===== src/rtl/encoder_frame_deframer_top_assert.svh =====
// Assertion macros shared by the deframer RTL.
// Needs clk and rst_n in the scope of the module that uses them.
`ifndef ENCODER_FRAME_DEFRAMER_TOP_ASSERT_SVH
`define ENCODER_FRAME_DEFRAMER_TOP_ASSERT_SVH

// Same-cycle implication, disabled during reset.
`define EFD_ASSERT_NOW(label, ante, cons, msg) \
    label: assert property (@(posedge clk) disable iff (!rst_n) (ante) |-> (cons)) \
        else $error(msg);

// Next-cycle implication, disabled during reset.
`define EFD_ASSERT_NEXT(label, ante, cons, msg) \
    label: assert property (@(posedge clk) disable iff (!rst_n) (ante) |=> (cons)) \
        else $error(msg);

`endif


===== src/rtl/efd_pkg.sv =====
// Package for the frame deframer: frame geometry, sync bytes, result type.
// No dependencies.
`timescale 1ns / 1ps

package efd_pkg;

    localparam int FRAME_LEN = 20;
    localparam int WIN_DEPTH = FRAME_LEN - 1;
    localparam int FILL_W    = $clog2(WIN_DEPTH + 1);

    localparam logic [FILL_W-1:0] FILL_FULL = FILL_W'(WIN_DEPTH);

    localparam logic [7:0] SYNC_A0 = 8'hBA;
    localparam logic [7:0] SYNC_A1 = 8'hAB;
    localparam logic [7:0] SYNC_B0 = 8'hCD;
    localparam logic [7:0] SYNC_B1 = 8'hDC;

    typedef logic [7:0]  byte_t;
    typedef logic [31:0] count_t;

    // first_count in the lowest bits, fourth_count in the highest.
    typedef struct packed {
        count_t fourth_count;
        count_t third_count;
        count_t second_count;
        count_t first_count;
    } frame_counts_t;

    // Load request from the window logic into the output stage.
    typedef struct packed {
        logic          valid;
        frame_counts_t counts;
    } out_load_t;

endpackage


===== src/rtl/efd_cell.sv =====
// One byte cell of the deframer window shift chain.
// Depends on efd_pkg.
`timescale 1ns / 1ps

module efd_cell
    import efd_pkg::*;
(
    input  logic  clk,
    input  logic  shift,
    input  byte_t data_in,
    output byte_t data_out
);

    byte_t data_reg;
    byte_t data_next;

    always_comb
    begin
        data_next = shift ? data_in : data_reg;
    end

    always_ff @(posedge clk)
    begin
        data_reg <= data_next;
    end

    assign data_out = data_reg;

endmodule


===== src/rtl/efd_out_reg.sv =====
// Output register of the deframer: holds one result word until taken.
// Depends on efd_pkg.
`timescale 1ns / 1ps

module efd_out_reg
    import efd_pkg::*;
(
    input  logic          clk,
    input  logic          rst_n,
    input  out_load_t     load,
    output logic          room,
    output logic          m_tvalid,
    input  logic          m_tready,
    output frame_counts_t m_counts
);

    logic          valid_reg;
    logic          valid_next;
    frame_counts_t counts_reg;

    // Free for a new word when empty or when the held word leaves this cycle.
    assign room = !valid_reg || m_tready;

    always_comb
    begin
        valid_next = valid_reg;
        if (m_tready)
        begin
            valid_next = 1'b0;
        end
        if (load.valid)
        begin
            valid_next = 1'b1;
        end
    end

    always_ff @(posedge clk or negedge rst_n)
    begin
        if (!rst_n)
        begin
            valid_reg <= 1'b0;
        end
        else
        begin
            valid_reg <= valid_next;
        end
    end

    always_ff @(posedge clk)
    begin
        if (load.valid)
        begin
            counts_reg <= load.counts;
        end
    end

    assign m_tvalid = valid_reg;
    assign m_counts = counts_reg;

endmodule


===== src/rtl/encoder_frame_deframer_top.sv =====
// Frame deframer: 19-cell byte shift chain plus incoming byte form a 20-byte frame.
// A matching frame's result is registered and is valid the cycle after its last byte is taken.
// Throughput: one byte per cycle; s_tready drops only while a result waits on m_tready.
// Rate is set by the shift chain, which shifts on every accepted byte, and the one-entry output register.
// Reset (rst_n, async low) clears fill count and output valid; window bytes are not reset.
`timescale 1ns / 1ps

module encoder_frame_deframer_top
    import efd_pkg::*;
(
    input  logic         clk,
    input  logic         rst_n,
    input  logic         s_tvalid,
    output logic         s_tready,
    input  logic [7:0]   s_tdata,   // [7:0] rx_byte
    output logic         m_tvalid,
    input  logic         m_tready,
    output logic [127:0] m_tdata    // [31:0] first_count, [63:32] second_count,
                                    // [95:64] third_count, [127:96] fourth_count
);

    `include "encoder_frame_deframer_top_assert.svh"

    logic [FILL_W-1:0] fill_reg;
    logic [FILL_W-1:0] fill_next;

    logic          accept;
    logic          full;
    logic          match;
    logic          room;
    byte_t         win [WIN_DEPTH];
    out_load_t     load;
    frame_counts_t counts;
    frame_counts_t out_counts;

    assign s_tready = room;
    assign accept   = s_tvalid && s_tready;
    assign full     = (fill_reg == FILL_FULL);

    // Cell 0 holds the oldest byte; new bytes enter at the far end.
    genvar g;
    generate
        for (g = 0; g < WIN_DEPTH; g++)
        begin : g_cell
            byte_t cell_in;
            if (g == WIN_DEPTH - 1)
            begin : g_tail
                assign cell_in = s_tdata;
            end
            else
            begin : g_body
                assign cell_in = win[g + 1];
            end
            efd_cell u_cell (
                .clk      (clk),
                .shift    (accept),
                .data_in  (cell_in),
                .data_out (win[g])
            );
        end
    endgenerate

    assign match = full && (win[0] == SYNC_A0) && (win[1] == SYNC_A1)
                        && (win[10] == SYNC_B0) && (win[11] == SYNC_B1);

    always_comb
    begin
        counts.first_count  = {win[2], win[3], win[4], win[5]};
        counts.second_count = {win[6], win[7], win[8], win[9]};
        counts.third_count  = {win[12], win[13], win[14], win[15]};
        counts.fourth_count = {win[16], win[17], win[18], s_tdata};
    end

    assign load.valid  = accept && match;
    assign load.counts = counts;

    always_comb
    begin
        fill_next = fill_reg;
        if (accept)
        begin
            if (match)
            begin
                fill_next = '0;
            end
            else if (!full)
            begin
                fill_next = fill_reg + FILL_W'(1);
            end
        end
    end

    always_ff @(posedge clk or negedge rst_n)
    begin
        if (!rst_n)
        begin
            fill_reg <= '0;
        end
        else
        begin
            fill_reg <= fill_next;
        end
    end

    efd_out_reg u_out (
        .clk      (clk),
        .rst_n    (rst_n),
        .load     (load),
        .room     (room),
        .m_tvalid (m_tvalid),
        .m_tready (m_tready),
        .m_counts (out_counts)
    );

    assign m_tdata = out_counts;

    `EFD_ASSERT_NOW(a_fill_range, 1'b1, fill_reg <= FILL_FULL,
        "fill count beyond window depth")
    `EFD_ASSERT_NOW(a_match_needs_full, match, full,
        "sync match on a partly filled window")
    `EFD_ASSERT_NEXT(a_match_emits, accept && match, m_tvalid && fill_reg == '0,
        "matched frame did not produce a word or clear the window")
    `EFD_ASSERT_NEXT(a_fill_grows, accept && !full,
        fill_reg == $past(fill_reg) + FILL_W'(1),
        "fill count did not advance on a byte")

endmodule


===== config.mk =====
export PLATFORM = sky130hd
export DESIGN_NAME = encoder_frame_deframer_top
export DESIGN_NICKNAME = d
export VERILOG_FILES = /design/src/rtl/efd_pkg.sv /design/src/rtl/efd_cell.sv /design/src/rtl/efd_out_reg.sv /design/src/rtl/encoder_frame_deframer_top.sv
export VERILOG_INCLUDE_DIRS = /design/src /design/src/rtl
export SDC_FILE = /design/constraint.sdc
export NUM_CORES = 1
export LEC_CHECK = 0
export ABC_AREA = 1
export BUFFER_PORTS_ARGS = -buffer_cell sky130_fd_sc_hd__buf_2
export CAP_MARGIN = 20
export CORE_ASPECT_RATIO = 0.5
export CORE_MARGIN = 3
export CORE_UTILIZATION = 35
export CTS_CLUSTER_DIAMETER = 40
export DETAILED_ROUTE_END_ITERATION = 7
export GPL_TIMING_DRIVEN = 0
export SLEW_MARGIN = 10
export SYNTH_ARGS = -nofsm -noshare
export SYNTH_HDL_FRONTEND = slang
export SYNTH_SLANG_ARGS = --single-unit
export TNS_END_PERCENT = 10

===== constraint.sdc =====
create_clock -name clk -period 10.5 [get_ports clk]
set_input_delay 0.525 -clock clk [delete_from_list [all_inputs] [get_ports clk]]
set_output_delay 0.525 -clock clk [all_outputs]
set_load 0.02 [all_outputs]

After elaboration in Yosys (flattened, before gate mapping)
Index checks and enable logic that the tools add are counted.
{ "totals": {"wordCells": 46, "inputBits": 12, "ff_bits": 286, "out_inout_bits": 130} }
{ "classes": {"n_reduce_logical": 10, "n_eq_ne": 6, "n_mux": 4, "addsub": 1} }
{ "ops": {"columns": ["cell", "n"], "rows": [
  ["8-bit equality test (second input constant)", 4],
  ["5-bit 2-to-1 mux", 2],
  ["1-bit logical AND", 6],
  ["5-bit by 1-bit adder with 5-bit output (second input constant)", 1],
  ["5-bit equality test (second input constant)", 1],
  ["1-bit 2-to-1 mux", 2],
  ["2-bit by 1-bit != test with 1-bit output (second input constant)", 1],
  ["2-bit AND reduction", 1],
  ["2-bit nonzero test", 1],
  ["1-bit logical NOT", 1],
  ["1-bit logical OR", 1]
]} }

Longest topological paths before layout
Gate-level depths: netlist of the first run.
{ "depth": {"word_depth": 7, "mapped_depth": 9, "mapped_depth_nobuf": 9} }

Cells and area by module
From an unflattened synthesis of the first run, not the netlist that was laid out.
{ "hier_totals": {"hier_cells": 358, "area_unflattened_um2": 8928.6} }
{ "by_module_without_submodules": {"columns": ["module", "cells_each", "seq_area_each_um2", "area_per_inst_um2", "n_inst"], "rows": [
  ["efd_cell", 8, 240.2, 240.2, 19],
  ["efd_out_reg", 133, 3868.7, 3888.7, 1],
  ["encoder_frame_deframer_top", 73, 125.1, 475.5, 1]
]} }

Worst setup path after synthesis of the first run
Ideal clock, no wire load.
{ "synth_timing": {"path_type": "register -> register", "start": "register fill_reg[0]", "end": "register u_out.counts_reg, in the netlist u_out.m_counts[0] (enable)", "stages_incl_launch_ff": 7, "required_time_ns": 9.884, "n_path_buf": 0, "setup_slack_ns": 3.517, "setup_time_ns": 0.616, "period_less_slack_ns": 6.983, "t_arrival_ns": 6.367, "cell_sequence": "dfrtp_1 > ha_1 > nand2_2 > nor2_4 > nor3b_2 > nand3_1 > nor2_1"} }
{ "synth_between": {"elab_chain_cells": 6} }
{ "synth_lines": {"columns": ["element", "line_no", "rtl"], "rows": [
  ["from (decl)", "encoder_frame_deframer_top.sv:24", "logic [FILL_W-1:0] fill_reg;"],
  ["from (signal assigned)", "encoder_frame_deframer_top.sv:101", "fill_reg <= fill_next;"],
  ["5-bit equality test", "encoder_frame_deframer_top.sv:38", "assign full = (fill_reg == FILL_FULL);"],
  ["1-bit logical AND (2 in a row)", "encoder_frame_deframer_top.sv:63", "assign match = full && (win[0] == SYNC_A0) && (win[1] == SYNC_A1)"],
  ["1-bit logical AND (2 in a row)", "encoder_frame_deframer_top.sv:64", "&& (win[10] == SYNC_B0) && (win[11] == SYNC_B1);"],
  ["1-bit logical AND", "encoder_frame_deframer_top.sv:74", "assign load.valid = accept && match;"],
  ["to (signal assigned)", "efd_out_reg.sv:53", "counts_reg <= load.counts;"],
  ["to (decl)", "efd_out_reg.sv:19", "frame_counts_t counts_reg;"]
]} }
Every way passes these cells.
A chain may end at the register's enable or synchronous reset.

Worst setup path in the final report of the first run
{ "layout_timing": {"start": "register g_cell[11].u_cell.data_reg[5]", "end": "register u_out.counts_reg, in the netlist u_out.m_counts[125] (enable)"} }
{ "layout_between": {"elab_chain_cells": 3} }
{ "layout_lines": {"columns": ["element", "line_no", "rtl"], "rows": [
  ["from (decl)", "efd_cell.sv:14", "byte_t data_reg;"],
  ["from (signal assigned)", "efd_cell.sv:24", "data_reg <= data_next;"],
  ["8-bit equality test", "encoder_frame_deframer_top.sv:64", null],
  ["1-bit logical AND", "encoder_frame_deframer_top.sv:64", null],
  ["1-bit logical AND", "encoder_frame_deframer_top.sv:74", null]
]} }
Every way passes these cells.

==> reports/qor.yml, run 1 <==
status: "complete, no violations"
ys_top_cells_by_area: "edfxtp_1 (93%), dfrtp_1 (1.7%), nand2_1 (1.2%)"
diodes: 0
crit_type: "register to register"
synthesis.instances: 376
num_rows: 40
fill_cells: 2116
start_util: 0.366
track_usage: 0.103
clk_path_buf_depth: 3
path_clk_slew_ns: 0.07
grt_pass1_wl_um: 22300
critPathMaxFanout: 30
end_kind: "register"
gr-total-overflow: 0
drt_pass1_iterations: 4
instances_no_fill: 906
cp-start-kind: "register"
synth_top_area_cell: "edfxtp_1"
cts_root_buf: "clkbuf_16"
finalSetupViolCount: 0
core_area_mm2: 0.0247
synth_top_area_frac: 0.932
post_cts_resized: 0
clock_sinks: 286
htree_levels: 1
syn_to_final_growth_pct: 23.0
vias: 3822
grt_setup_unrepaired: "no"
drv_slew: 0
syn_area_mm2: 0.00903
fin_tns_setup_ns: 0
synth.distinct_cells: 20
drive_above_1_share: 0.344
cap_violations: 0
dieArea_mm2: 0.0279
dp_hpwl_um: 9100
yosys_warnings: 0
drt-initial-drc-count: 149
cts_setup_buffers: 0
required_ns: 10.73
routed_wl_um: 14400
worstMarginPinSlew_ns: 0.768
gp_congestion: 0.708
ys_seq_elements: 286
cts_tree: "built"
vias_per_cell: 4.22
hp-class: "primary input to register"
fin_worst_skew_ns: 0.0166
grt_max_degree: 88
ant_nets: 0
fin_crit_sh: 0.258
port_buffers: 141
powerDensity_mw_per_mm2: 204
ir_drop_mv: 0.108
wire_per_inst_um: 15.9
numCtsBuffers: 26
ys_seq_area_frac: 0.948
die_w_um: 233
dp_cells: 858
holdBufCountCts: 1
grt_pass1_vias: 3970
fin_crit_ns: 2.70
finalNetCount: 564
fp.dieH_um: 120
largest_reg_flops: 152
leakagePower_nw: 3.98
max_freq_mhz: 370
grt_antenna_before_repair: 0
drc: 0
syn_area_per_cell_um2: 24.0
final_hold_viol_count: 0
slew_headroom: 0.487
io_pins: 142
clk_latency_ns: 0.53
syn_nets: 389
arrival_ns: 2.93
==> routing by layer <==
layer,vias up,share of wire,GRT usage
met5,-,0,0
met1,1916,0.42,0.128
met4,0,0.024,0.0273
met2,86,0.49,0.167
li1,1795,-,-
met3,25,0.071,0.0429
==> path summary, 6_finish.rpt <==
check / slack (ns) / startpoint / end / depth (start not counted)
max reg2reg: 7.80 / g_cell[11].u_cell.data_out[5] / u_out.m_counts[125] / 9
min: 0.18 / s_tdata[2] / u_out.m_counts[98] / 1
min in group asynchronous: 0.36 / rst_n / fill_reg[1] / 2
max: 7.80 / g_cell[11].u_cell.data_out[5] / u_out.m_counts[125] / 9
min reg2reg: 0.44 / g_cell[7].u_cell.data_out[4] / g_cell[6].u_cell.data_out[4] / 0
max in group asynchronous: 9.99 / rst_n / fill_reg[3] / 2
==> critical path, cell delays in order (launching register included) <==
cell      delay [ns]
edfxtp_1        0.39
inv_1           0.08
nand2_1         0.05
nor2_1          0.09
nand4_1         0.20
nor3_1          0.25
nand3_1         0.17
nor2_4          0.63
buf_12          0.29
buf_12          0.22
==> metrics by stage <==
| stage | cell area, um^2 | hold WS, ns | util | total power [W] | setup slack, ns |
|---|---|---|---|---|---|
| final | 11100 | 0.177 | 0.450 | 0.00226 | 7.80 |
| after global routing | 11100 | 0.154 | 0.450 | 0.00236 | 7.56 |
| after CTS | 11100 | 0.145 | 0.450 | 0.00230 | 7.69 |
| after detailed placement | 10300 | 0.363 | 0.417 | 0.00140 | 7.72 |
| after global placement | 10200 | 0.352 | 0.411 | 0.00139 | 0.696 |
| after floorplan | 9030 | 0.229 | - | 0.00138 | 3.52 |
==> cells in the final DEF (no fill, tap or decap), types with 2 or more instances in the layout <==
| master | count |
|---|---|
| clkbuf_16 | 27 |
| nor2_4 | 4 |
| nor2_2 | 3 |
| xor2_1 | 2 |
| clkinv_2 | 2 |
| nand2_1 | 28 |
| inv_2 | 2 |
| buf_12 | 3 |
| clkinv_1 | 10 |
| nand3_1 | 10 |
| buf_2 | 141 |
| nand4_1 | 5 |
| inv_8 | 2 |
| buf_16 | 2 |
| dfrtp_1 | 6 |
| inv_1 | 17 |
| edfxtp_1 | 280 |
| nor2_1 | 9 |
| clkbuf_1 | 2 |
==> power by group <==
part	internal, W	switching [W]
Combinational	0.0000153	0.0000304
Sequential	0.00130	0.0000247
Clock	0.000496	0.000397
==> synthesized netlist by cell type <==
cell type / number
dfrtp_1: 6
edfxtp_1: 280
ha_1: 1
inv_1: 18
inv_2: 2
nand2_1: 28
nand2_2: 1
nand3_1: 10
nand3_2: 1
nand3_4: 1
nand4_1: 5
nor2_1: 10
nor2_2: 3
nor2_4: 3
nor2_8: 1
nor3_1: 1
nor3b_2: 1
or2_0: 1
xnor2_1: 1
xor2_1: 2
==> logic make-up (layout without fill, tap and decap cells) <==
family                   Yosys count  count (layout)  synth area share
flip-flops                       286             286             0.948
AND/OR/NAND/NOR                   66              66            0.0392
adder cells (fa/ha/maj)            1               1           0.00139
buffers and inverters             20             214           0.00832
XOR/XNOR                           3               3           0.00291
==> final cells by class <==
type                    instances  area [um^2]  area share
well taps                     336          420      0.0379
repair buffers                147          831      0.0748
clock buffers                  29          683      0.0615
multi-input cells              70          400      0.0361
flip-flops and latches        286         8560       0.771
clock inverters                18          130      0.0117
inverters                      20         82.6     0.00744
Note: power is estimated with default switching activity, not from simulation.
==> run 2: changes to the inputs <==
==> constraint.sdc (replaced) <==
create_clock -name clk -period 2.7 [get_ports clk]
set_input_delay 0.135 -clock clk [delete_from_list [all_inputs] [get_ports clk]]
set_output_delay 0.135 -clock clk [all_outputs]
set_load 0.02 [all_outputs]
==> reports/qor.yml, run 2 (synthesis results as in run 1) <==
status: "complete, no violations"
ir_drop_mv: 0.382
powerDensity_mw_per_mm2: 803
crit_start: "g_cell[11].u_cell.data_out[5]"
max_freq_mhz: 425
setup_ws_ns: 0.348
grt_pass1_vias: 4078
die_w_um: 233
syn_to_final_growth_pct: 26.2
dp_hpwl_um: 9460
hold_start: "s_tvalid"
track_usage: 0.103
max_stage_delay_ns: 0.39
crit_cells: 10
port_buffers: 141
numCtsBuffers: 26
required_ns: 2.93
dpl_worst_slack_ns: 0.0306
grt_setup_unrepaired: "no"
fp.dieH_um: 120
clk_latency_ns: 0.52
cap_violations: 0
vias_per_cell: 4.22
io_pins: 142
cts_tree: "built"
fin_worst_skew_ns: 0.0146
drv_slew: 0
vias: 3894
grt_antenna_before_repair: 0
drt-initial-drc-count: 191
dp_cells: 862
end_kind: "register"
fill_cells: 2080
critPathMaxFanout: 26
routed_wl_um: 14600
finalNetCount: 580
largest_reg_flops: 152
arrival_ns: 2.58
finalSetupViolCount: 0
timing.hold.ws_ns: 0.0389
wire_per_inst_um: 15.8
grt_pass1_wl_um: 22300
fin_crit_sh: 0.871
post_cts_resized: 0
instances_no_fill: 923
final_hold_viol_count: 0
htree_levels: 1
ant_nets: 0
slew_headroom: 0.520
start_util: 0.366
hp-class: "primary input to register"
finalInstanceArea_mm2: 0.0114
diodes: 0
r2r-end: "u_out.m_counts[106]"
crit_chain: "inv_1 -> nand2_1 -> nor2_1 -> nand4_1 -> nor3_1 -> nand3_1 -> nor2_4 -> buf_4 -> buf_12 -> buf_16"
dpl-instance-area_mm2: 0.0104
drc: 0
num_rows: 40
clk_path_buf_depth: 3
gp_congestion: 0.692
crit_type: "register to register"
cp_top_family: "simple AND/OR/NAND/NOR gates"
core_area_mm2: 0.0247
gr-total-overflow: 0
crit-reg2reg-launch: "g_cell[11].u_cell.data_out[5]"
path_clk_slew_ns: 0.07
r2r_cells: 10
grt_max_degree: 40
dieArea_mm2: 0.0279
cp-start-kind: "register"
fin_crit_ns: 2.35
crit_slowest_cell: "edfxtp_1"
finalPower_w: 0.00915
crit_end: "u_out.m_counts[106]"
worstMarginPinSlew_ns: 0.718
clock_sinks: 286
ff2ff_setup_slack_ns: 0.35
mostFrequentLayoutCells: "edfxtp_1 (280), buf_2 (141), clkbuf_16 (27)"
final_common_cell: "edfxtp_1"
drive_above_1_share: 0.356
drt_pass1_iterations: 4
path_buf_inv: 4
leakagePower_nw: 4.09
cts_root_buf: "clkbuf_16"
-- run 2: cell count changes in the layout (fill, tap and decap cells not counted), sizes merged --
cell         delta
dlygate4sd3    +10
buf             +6
clkbuf          +6
clkinv          -6
bufinv          +3
inv             -3
clkinvlp        +1
-- run 2: worst min-delay path by stage --
| stage | end | slack, ns | cells past startpoint |
|---|---|---|---|
| 2_1_floorplan | fill_reg[0] | -0.16 | 0 |
| 3_3_place_gp | fill_reg[4] | -0.04 | 1 |
| 3_5_place_dp | fill_reg[4] | -0.03 | 1 |
| 4_1_cts | fill_reg[1] | 0.01 | 5 |
| 5_1_grt | fill_reg[3] | 0.03 | 5 |
| 6_report | fill_reg[1] | 0.04 | 5 |
-- run 2: layout make-up --
type | instances | area, um^2 | area share
sequential | 286 | 8560 | 0.751
timing repair buffer | 163 | 1030 | 0.0900
clock buffer | 35 | 706 | 0.0619
tap | 336 | 420 | 0.0369
multi-input combinational | 70 | 413 | 0.0362
clock inverter | 13 | 191 | 0.0168
inverter | 20 | 78.8 | 0.00692
-- run 2: worst min-delay path, stage by stage --
cell and delay (ns):
buf_2 0.11, nand2_4 0.11, nor2_4 0.06, nand2_1 0.05, nand2_1 0.05
-- run 2: routing by layer --
metal  wire length, um  track usage  part of all wire
met1              6210        0.128              0.42
met2              7160        0.170              0.49
met3               913       0.0396             0.062
met4               335       0.0265             0.023
met5                 0            0                 0
-- run 2: power by group --
group          internal (W)  switching (W)
clock               0.00224        0.00155
sequential          0.00506      0.0000959
combinational     0.0000792       0.000127
total               0.00738        0.00177
-- run 2: repair_timing --
item | 4_1_cts | 5_1_grt
setup endpoints to repair | 0 | 52
hold buffers | 11 | 0
hold endpoints to repair | 23 | 0
buffers inserted | 0 | 2
-- run 2: metrics by stage --
| step | util | setup TNS [ns] |
|---|---|---|
| after detailed placement | 0.420 | 0 |
| after global routing | 0.462 | 0 |
| final | 0.462 | 0 |
| after CTS | 0.461 | 0 |
| after global placement | 0.412 | -502.92 |
| after floorplan | - | -193.19 |
==> run 3: changes to the inputs <==
--- a/config.mk
+++ b/config.mk
@@ -9,7 +9,6 @@
 export ABC_AREA = 1
 export BUFFER_PORTS_ARGS = -buffer_cell sky130_fd_sc_hd__buf_2
 export CAP_MARGIN = 20
-export CORE_ASPECT_RATIO = 0.5
 export CORE_MARGIN = 3
 export CORE_UTILIZATION = 35
 export CTS_CLUSTER_DIAMETER = 40
==> reports/qor.yml, run 3 (synthesis results as in run 1) <==
hold_start: "s_tvalid"
end_kind: "register"
dp_cells: 855
num_rows: 58
ant_nets: 0
mostFrequentLayoutCells: "edfxtp_1 (280), buf_2 (141), clkbuf_16 (37)"
vias_per_cell: 4.37
crit_start: "fill_reg[0]"
largest_reg_flops: 152
crit-reg2reg-launch: "fill_reg[0]"
path_clk_slew_ns: 0.06
crit_slowest_cell: "dfrtp_1"
grt_max_degree: 37
htree_levels: 2
drc: 0
fp.dieH_um: 167
arrival_ns: 2.54
grt_setup_unrepaired: "no"
slew_headroom: 0.629
dp_hpwl_um: 9660
max_stage_delay_ns: 0.40
gp_congestion: 0.698
drv_slew: 0
fin_crit_ns: 2.34
syn_to_final_growth_pct: 29.0
hp-class: "primary input to register"
drt-initial-drc-count: 221
drive_above_1_share: 0.383
io_pins: 142
status: "complete, no violations"
port_buffers: 141
cp-start-kind: "register"
cap_violations: 0
gr-total-overflow: 0
worstMarginPinSlew_ns: 0.556
clk_path_buf_depth: 3
core_area_mm2: 0.0253
powerDensity_mw_per_mm2: 856
fill_cells: 2175
critPathMaxFanout: 30
final_common_cell: "edfxtp_1"
start_util: 0.357
dpl-instance-area_mm2: 0.0103
diodes: 0
instances_no_fill: 935
clock_sinks: 286
post_cts_resized: 0
numCtsBuffers: 37
finalNetCount: 590
wire_per_inst_um: 16.6
max_freq_mhz: 428
finalSetupViolCount: 0
cts_tree: "built"
final_hold_viol_count: 0
ir_drop_mv: 0.531
clk_latency_ns: 0.51
die_w_um: 167
crit_chain: "ha_2 -> nand2_2 -> nor2_4 -> nor3b_2 -> nand3_1 -> nor2_4 -> buf_12 -> buf_12"
leakagePower_nw: 4.22
track_usage: 0.109
routed_wl_um: 15500
fin_tns_setup_ns: 0
fin_crit_sh: 0.865
crit_type: "register to register"
grt_pass1_vias: 4438
finalInstanceArea_mm2: 0.0116
grt_antenna_before_repair: 0
dieArea_mm2: 0.0278
required_ns: 2.90
cts_root_buf: "clkbuf_16"
grt_pass1_wl_um: 24000
drt_pass1_iterations: 4
fin_worst_skew_ns: 0.0263
vias: 4088
## run 3: cell types whose count changed in the layout (fill, tap and decap cells not counted), moves of 3 or more
cell        change
bufinv_16       -3
clkbuf_1        -3
clkbuf_16      +10
clkinv_2        +4
clkinvlp_4      +3
inv_6           +6
inv_8           +3
## run 3: final timing paths
kind / to / slack, ns / cells past startpoint
min: fill_reg[1] / 0.13 / 5
max: u_out.m_counts[81] / 0.36 / 8
max in group asynchronous: u_out.m_tvalid / 1.83 / 3
min in group asynchronous: fill_reg[0] / 0.60 / 3
min reg2reg: g_cell[10].u_cell.data_out[5] / 0.44 / 0
max reg2reg: u_out.m_counts[81] / 0.36 / 8
## run 3: report_power, final
part | switching (W) | total (W) | internal, W | leakage [nW]
combinational | 0.000131 | 0.000210 | 0.0000794 | 0.935
sequential | 0.000102 | 0.00517 | 0.00507 | 2.71
clock | 0.00186 | 0.00458 | 0.00272 | 0.574
## run 3: area by class of cell
cell class	count	area [um^2]	share of cell area
timing repair buffer	161	991	0.0851
multi-input combinational	71	419	0.0360
inverter	20	78.8	0.00677
clock inverter	24	223	0.0191
clock buffer	43	958	0.0823
sequential	286	8560	0.735
tap	330	413	0.0355
## run 3: per-stage QoR
stage	utilization	total power, W	setup WS, ns	hold WS, ns
finish	0.461	0.00996	0.364	0.135
global route	0.461	0.0103	0.168	0.132
global placement	0.403	0.00542	-1.62	-0.0357
floorplan	-	0.00536	-0.690	-0.161
CTS	0.460	0.0101	0.0457	0.0667
detailed placement	0.409	0.00546	0.0360	-0.0240
## run 3: worst max-delay path, delay by kind of cell, from the launching register on
kind	cells	cell delay, ns
fa+ha+maj	1	0.23
simple gates	5	0.92
flops	1	0.40
buf+inv	2	0.47
## run 3: what timing repair did
action | 4_1_cts | 5_1_grt
hold buffers | 11 | 0
endpoints found under the hold margin | 23 | 0
setup buffers | 0 | 1
setup endpoints to repair | 0 | 62
## run 3: routing by layer
metal  wire [um]  global-route usage
met5           0                   0
met1        6230               0.132
met2        7260               0.171
met4         293              0.0359
met3        1730              0.0567
